--- config.mk ---
export PLATFORM = sky130hd
export DESIGN_NAME = h264_access_unit_splitter
export DESIGN_NICKNAME = d
export VERILOG_FILES = /design/src/rtl/h264aus_pkg.sv /design/src/rtl/h264_access_unit_splitter.sv
export SDC_FILE = /design/constraint.sdc
export NUM_CORES = 1
export LEC_CHECK = 0
export BUFFER_PORTS_ARGS = -buffer_cell sky130_fd_sc_hd__buf_4
export CAP_MARGIN = 30
export CORE_MARGIN = 1
export CORE_UTILIZATION = 42
export CTS_CLUSTER_DIAMETER = 60
export DETAILED_ROUTE_END_ITERATION = 10
export GPL_ROUTABILITY_DRIVEN = 0
export GPL_TIMING_DRIVEN = 1
export RECOVER_POWER = 25
export SYNTH_ARGS = -nofsm -noshare
export SYNTH_HDL_FRONTEND = slang
export SYNTH_SLANG_ARGS = --single-unit
--- constraint.sdc ---
create_clock -name clk_i -period 2.3 [get_ports clk_i]
set_clock_uncertainty 0.15 [all_clocks]
set_input_delay 0.115 -clock clk_i [delete_from_list [all_inputs] [get_ports clk_i]]
set_output_delay 0.115 -clock clk_i [all_outputs]
set_load 0.05 [all_outputs]
--- src/rtl/h264aus_pkg.sv ---
// h264aus_pkg: types, constants and nal type helpers for the access unit splitter
// no dependencies; used by h264_access_unit_splitter
`timescale 1ns / 1ps
`default_nettype none

package h264aus_pkg;

  localparam int unsigned WinLen = 6;
  localparam int unsigned SkipW  = 2;

  localparam logic [SkipW-1:0] SkipAfterSlice = SkipW'(3);

  localparam logic [7:0] NalTypeMask = 8'h1F;
  localparam logic [7:0] FirstMbBit  = 8'h80;
  localparam logic [4:0] NalSlice    = 5'h1;
  localparam logic [4:0] NalIdr      = 5'h5;
  localparam logic [4:0] NalSei      = 5'h6;
  localparam logic [4:0] NalSps      = 5'h7;
  localparam logic [4:0] NalPps      = 5'h8;

  typedef struct packed {
    logic [7:0] data_in;
    logic       flush;
  } in_req_t;

  typedef struct packed {
    logic [7:0] data_out;
    logic       out_valid;
    logic       unit_start;
  } out_res_t;

  function automatic logic [4:0] nal_type(input logic [7:0] nal);
    logic [7:0] masked;
    masked = nal & NalTypeMask;
    return masked[4:0];
  endfunction

  function automatic logic frame_slice(input logic [7:0] nal, input logic [7:0] nxt);
    logic [4:0] t;
    t = nal_type(nal);
    return ((t == NalSlice) || (t == NalIdr)) && ((nxt & FirstMbBit) != 8'h00);
  endfunction

  function automatic logic param_or_sei(input logic [7:0] nal);
    logic [4:0] t;
    t = nal_type(nal);
    return (t == NalSps) || (t == NalPps) || (t == NalSei);
  endfunction

endpackage

`default_nettype wire

--- src/rtl/h264_access_unit_splitter.sv ---
// h264_access_unit_splitter: annex b byte stream access unit boundary marker
// depends on h264aus_pkg for request types, constants and nal type helpers
//
// usage: one byte request per accepted in_req_i (or a flush request that
// shifts an empty slot in). every accepted request gives exactly one result
// on out_res_o: the byte leaving the oldest of six window positions, its
// valid flag and a flag set on the first start code byte of a new access
// unit. a byte therefore reappears six requests after it went in; send six
// flush requests to drain the tail of a stream.
// the result of a request is shown in the cycle after acceptance, held in an
// output register. one request per cycle unless stalled; the start code
// compare and nal type decode sit between the window and the output register.
// stall: while the output register holds a result not taken, in_ready_o stays
// high only if out_ready_i takes that result in the same cycle.
// reset: window emptied, no slice seen, output register empty.
`timescale 1ns / 1ps
`default_nettype none

module h264_access_unit_splitter (
  input  wire                        clk_i,
  input  wire                        rst_ni,
  input  wire                        in_valid_i,
  output logic                       in_ready_o,
  input  wire h264aus_pkg::in_req_t  in_req_i,
  output logic                       out_valid_o,
  input  wire                        out_ready_i,
  output h264aus_pkg::out_res_t      out_res_o
);

  logic [7:0]                    win_q [h264aus_pkg::WinLen];
  logic [h264aus_pkg::WinLen-1:0] win_vld_q, win_vld_d;
  logic                          slice_seen_q, slice_seen_d;
  logic [h264aus_pkg::SkipW-1:0] skip_q, skip_d;
  logic                          res_vld_q;
  h264aus_pkg::out_res_t         res_q, res_d;

  logic       accept;
  logic       code3, code4, hit, is_slice, is_param, mark;
  logic [7:0] nal, nxt;

  assign in_ready_o  = !res_vld_q || out_ready_i;
  assign accept      = in_valid_i && in_ready_o;
  assign out_valid_o = res_vld_q;
  assign out_res_o   = res_q;

  // start code tests at the oldest position
  always_comb begin
    code3 = (win_q[0] == 8'h00) && (win_q[1] == 8'h00) && (win_q[2] == 8'h01);
    code4 = (win_q[0] == 8'h00) && (win_q[1] == 8'h00) && (win_q[2] == 8'h00)
            && (win_q[3] == 8'h01);
    nal   = code3 ? win_q[3] : win_q[4];
    nxt   = code3 ? win_q[4] : win_q[5];
    hit   = (skip_q == '0) && (&win_vld_q) && (code3 || code4);
    is_slice = hit && h264aus_pkg::frame_slice(nal, nxt);
    is_param = hit && h264aus_pkg::param_or_sei(nal);
    mark     = slice_seen_q && (is_slice || is_param);
  end

  always_comb begin
    slice_seen_d = slice_seen_q;
    if (is_slice) begin
      slice_seen_d = 1'b1;
    end else if (mark) begin
      slice_seen_d = 1'b0;
    end

    if (skip_q != '0) begin
      skip_d = skip_q - 1'b1;
    end else if (is_slice) begin
      skip_d = h264aus_pkg::SkipAfterSlice;
    end else begin
      skip_d = '0;
    end

    win_vld_d = {!in_req_i.flush, win_vld_q[h264aus_pkg::WinLen-1:1]};

    res_d.data_out   = win_vld_q[0] ? win_q[0] : 8'h00;
    res_d.out_valid  = win_vld_q[0];
    res_d.unit_start = win_vld_q[0] && mark;
  end

  always_ff @(posedge clk_i or negedge rst_ni) begin
    if (!rst_ni) begin
      win_vld_q    <= '0;
      slice_seen_q <= 1'b0;
      skip_q       <= '0;
      res_vld_q    <= 1'b0;
    end else begin
      if (accept) begin
        win_vld_q    <= win_vld_d;
        slice_seen_q <= slice_seen_d;
        skip_q       <= skip_d;
        res_vld_q    <= 1'b1;
      end else if (out_ready_i) begin
        res_vld_q    <= 1'b0;
      end
    end
  end

  // window bytes and result payload
  always_ff @(posedge clk_i) begin
    if (accept) begin
      for (int k = 0; k < h264aus_pkg::WinLen - 1; k++) begin
        win_q[k] <= win_q[k+1];
      end
      win_q[h264aus_pkg::WinLen-1] <= in_req_i.flush ? 8'h00 : in_req_i.data_in;
      res_q <= res_d;
    end
  end

endmodule

`default_nettype wire
==> results.rst <==
.. list-table::
   :header-rows: 1

   * - Metric
     - Value
   * - Placeable core area
     - 0.00561 mm²
   * - Mapped cell area
     - 0.00248 mm²
   * - Core occupancy in the finished layout
     - 0.560
   * - Die area
     - 0.00621 mm²
   * - Fraction of the yosys area taken by sequential cells
     - 0.804
   * - Worst vdd rail ir drop
     - 0.572 mV
   * - Pwr/cell area
     - 945 mW/mm²
   * - Number of global-route vias before repair
     - 1338
   * - Initial antenna violation count
     - 0
   * - Post-synth EDFFs
     - 58
   * - TritonCTS clock tree
     - built
   * - Starting density of the core
     - 0.442
   * - Number of cell instances on the worst register-to-register path
     - 5
   * - Total number of placement rows
     - 27
   * - Clk Tree Root Cell
     - sky130_fd_sc_hd__clkbuf_8
   * - Required time worst endpoint
     - 2290 ps
   * - Final-report max-slew violation count
     - 0
   * - Worst-skew pair later-pin latency
     - 340 ps
   * - Final antenna diode count
     - 0
   * - Critical Path Source Type
     - register
   * - Post-Route Setup TNS
     - 0 ps
   * - End of the worst register-to-register path
     - out_res_o[0]
   * - Post-synthesis async set-or-reset flop share
     - 0.147
   * - Period minus WS final
     - 1900 ps
   * - X dimension of the die
     - 78.8 µm
   * - Fraction of synthesized cell area taken by the top area cell type
     - 0.703
   * - Final Power
     - 2.97 mW
   * - Synthesized Nets
     - 161
   * - Largest net degree at the start of global routing
     - 59
   * - Cell count after synthesis
     - 148
   * - Via total after detailed routing
     - 1335
   * - Synthesized area divided by synthesized cell count
     - 16.7 µm²
   * - Syn. warnings
     - 0
   * - Clk sink count
     - 68
   * - Proportion of layout cells with a drive suffix above 1
     - 0.245
   * - Routed Antenna Nets
     - 0
   * - Sort of element at the end of the critical path
     - register
   * - Number of input and output port buffers inserted
     - 24
   * - Worst setup path start
     - win_vld_q[0]
   * - Global-route total usage across every layer
     - 0.139
   * - Reg-to-reg setup timing slack
     - 400 ps
   * - Wire length of the first global-routing pass
     - 6.09 mm
   * - Worst R2R Start
     - win_vld_q[0]
   * - Arrival time at the worst endpoint
     - 1890 ps
   * - Number of remaining DRC errors
     - 0
   * - Top area cells in the synthesized netlist
     - sky130_fd_sc_hd__edfxtp_1 70%, sky130_fd_sc_hd__dfrtp_1 10%, sky130_fd_sc_hd__mux2_2 2.3%, sky130_fd_sc_hd__nand2_1 2.3%, sky130_fd_sc_hd__nor2b_1 2.3%
   * - Total detailed-routing wirelength
     - 3.70 mm
   * - Share of the cycle needed by the critical path after routing
     - 0.825
   * - Number of inserted filler cells in the final layout
     - 466
   * - Place WS
     - 432 ps
   * - Tightest Pin Transition
     - 467 ps
   * - Number of vias per cell
     - 4.91
   * - Area grow syn2layout
     - 26.7%
   * - Clk buf depth
     - 2
   * - Area occupied by multi-input gates
     - 482 µm²
   * - Rel. slew slack
     - 0.688
   * - Detailed Route Iter0 Violations
     - 70
   * - Run status
     - complete, no violations
   * - Detailed-router iteration count before antenna repair
     - 4
   * - DP Wirelength
     - 2.32 mm
   * - Hold Path Depth
     - 4
   * - Cell taking the most area after synthesis
     - sky130_fd_sc_hd__edfxtp_1
   * - Detail-routed net length per standard cell
     - 13.6 µm
   * - Final worst-path setup slack
     - 402 ps
   * - Chip Height
     - 78.8 µm
   * - CTS buffer count
     - 9
   * - Synthesized flop and latch total
     - 68
   * - Number of setup violations in the final report
     - 0
   * - Resized Gates After CTS
     - 0
   * - Main synth FF type
     - sky130_fd_sc_hd__edfxtp_1
   * - Worst setup endpoint
     - out_res_o[0]
   * - Cell leakage power
     - 1.16 nW
   * - Final hold violations
     - 0
   * - Critical path fanouts, max
     - 12
   * - # H-tree levels
     - 3
   * - Critical Setup Path Class
     - reg2reg
   * - Highest attainable clock frequency
     - 527 MHz
   * - Worst min-delay path class
     - in2reg
   * - Clk slew on worst S/H paths
     - 70 ps
   * - Final-layout worst hold slack
     - 145 ps
   * - Nets
     - 208
   * - Register area
     - 0.00199 mm²
   * - Distinct cell type count of the synthesized netlist
     - 28
   * - Total overflow reported by the global router
     - 0
   * - RSZ-0062 raised after global routing
     - no
   * - I/O pin total
     - 25
   * - Maximum Capacitance Violations
     - 0
-- worst min-delay path by stage --
stage,startpoint,endpoint
global route,out_ready_i,win_vld_q[5]
finish,out_ready_i,win_vld_q[5]
CTS,out_ready_i,win_vld_q[5]
global placement,rst_ni,win_vld_q[1]
floorplan,rst_ni,out_valid_o
detailed placement,rst_ni,win_vld_q[1]
-- logic make-up (layout without fill, tap and decap cells) --
family	count (synthesis)	after routing	synth area share
multiplexers	5	5	0.0227
AO/OA/AOI/OAI	11	11	0.0293
AND/OR/NAND/NOR	59	59	0.136
buffers and inverters	5	57	0.00807
flip-flops	68	68	0.804
-- registers in the layout (all words and copies together) (netlist names) --
register and flops:
out_valid_o 1, slice_seen_q 1, win_vld_q 6, out_res_o 10, win_q 48, skip_q 2
-- per-layer routing --
metal / up-vias / GRT usage / wire length, µm
met2: 35 / 0.230 / 1950
met5: - / 0 / 0
met4: 0 / 0.0745 / 76
li1: 654 / - / -
met1: 639 / 0.140 / 1470
met3: 7 / 0.0770 / 199
-- per-stage QoR --
| step | std cells | cell area, µm² |
|---|---|---|
| global route | 272 | 3140 |
| floorplan | 148 | 2500 |
| global placement | 243 | 2780 |
| detailed placement | 243 | 2780 |
| CTS | 272 | 3140 |
| finish | 272 | 3140 |
-- layout by cell type, fill, tap and decap left out, drive strengths merged, types with 3 or more instances in the layout --
master,n
and2,8
nor2b,9
nand2,15
edfxtp,58
clkbuf,9
dlygate4sd3,13
nand3,4
nor4,8
buf,25
bufinv,3
mux2,5
dfrtp,10
clkinv,4
nor2,5
-- power by group --
part / internal (mW) / switching (mW)
combinational: 0.131 / 0.171
sequential: 1.47 / 0.0782
clock: 0.705 / 0.407
-- synth_stat cells (3+ instances only) --
library cell,count
sky130_fd_sc_hd__nand3_1,4
sky130_fd_sc_hd__nor2b_1,9
sky130_fd_sc_hd__inv_1,3
sky130_fd_sc_hd__edfxtp_1,58
sky130_fd_sc_hd__nor2_1,4
sky130_fd_sc_hd__nand2_1,15
sky130_fd_sc_hd__and2_1,8
sky130_fd_sc_hd__dfrtp_1,10
sky130_fd_sc_hd__nor4_1,7
sky130_fd_sc_hd__mux2_2,5
-- critical path, stage by stage (launching register included) --
cell and delay [ps]:
sky130_fd_sc_hd__dfrtp_1 510, sky130_fd_sc_hd__nor4b_2 250, sky130_fd_sc_hd__nand3_1 140, sky130_fd_sc_hd__nor4_1 270, sky130_fd_sc_hd__nand2_1 90, sky130_fd_sc_hd__a311oi_1 290
-- what timing repair did --
| action | CTS | global route |
|---|---|---|
| hold endpoints to repair | 20 | 0 |
| buffers inserted | 0 | 0 |
| hold buffers | 13 | 0 |
-- layout make-up --
type / instances / share of cell area
Tap cell: 72 / 0.0287
Clock inverter: 7 / 0.0335
Sequential cell: 68 / 0.635
Timing Repair Buffer: 38 / 0.105
Multi-Input combinational cell: 75 / 0.153
Clock buffer: 9 / 0.0395
Inverter: 3 / 0.00478
Note: power is estimated with default switching activity, not from simulation.
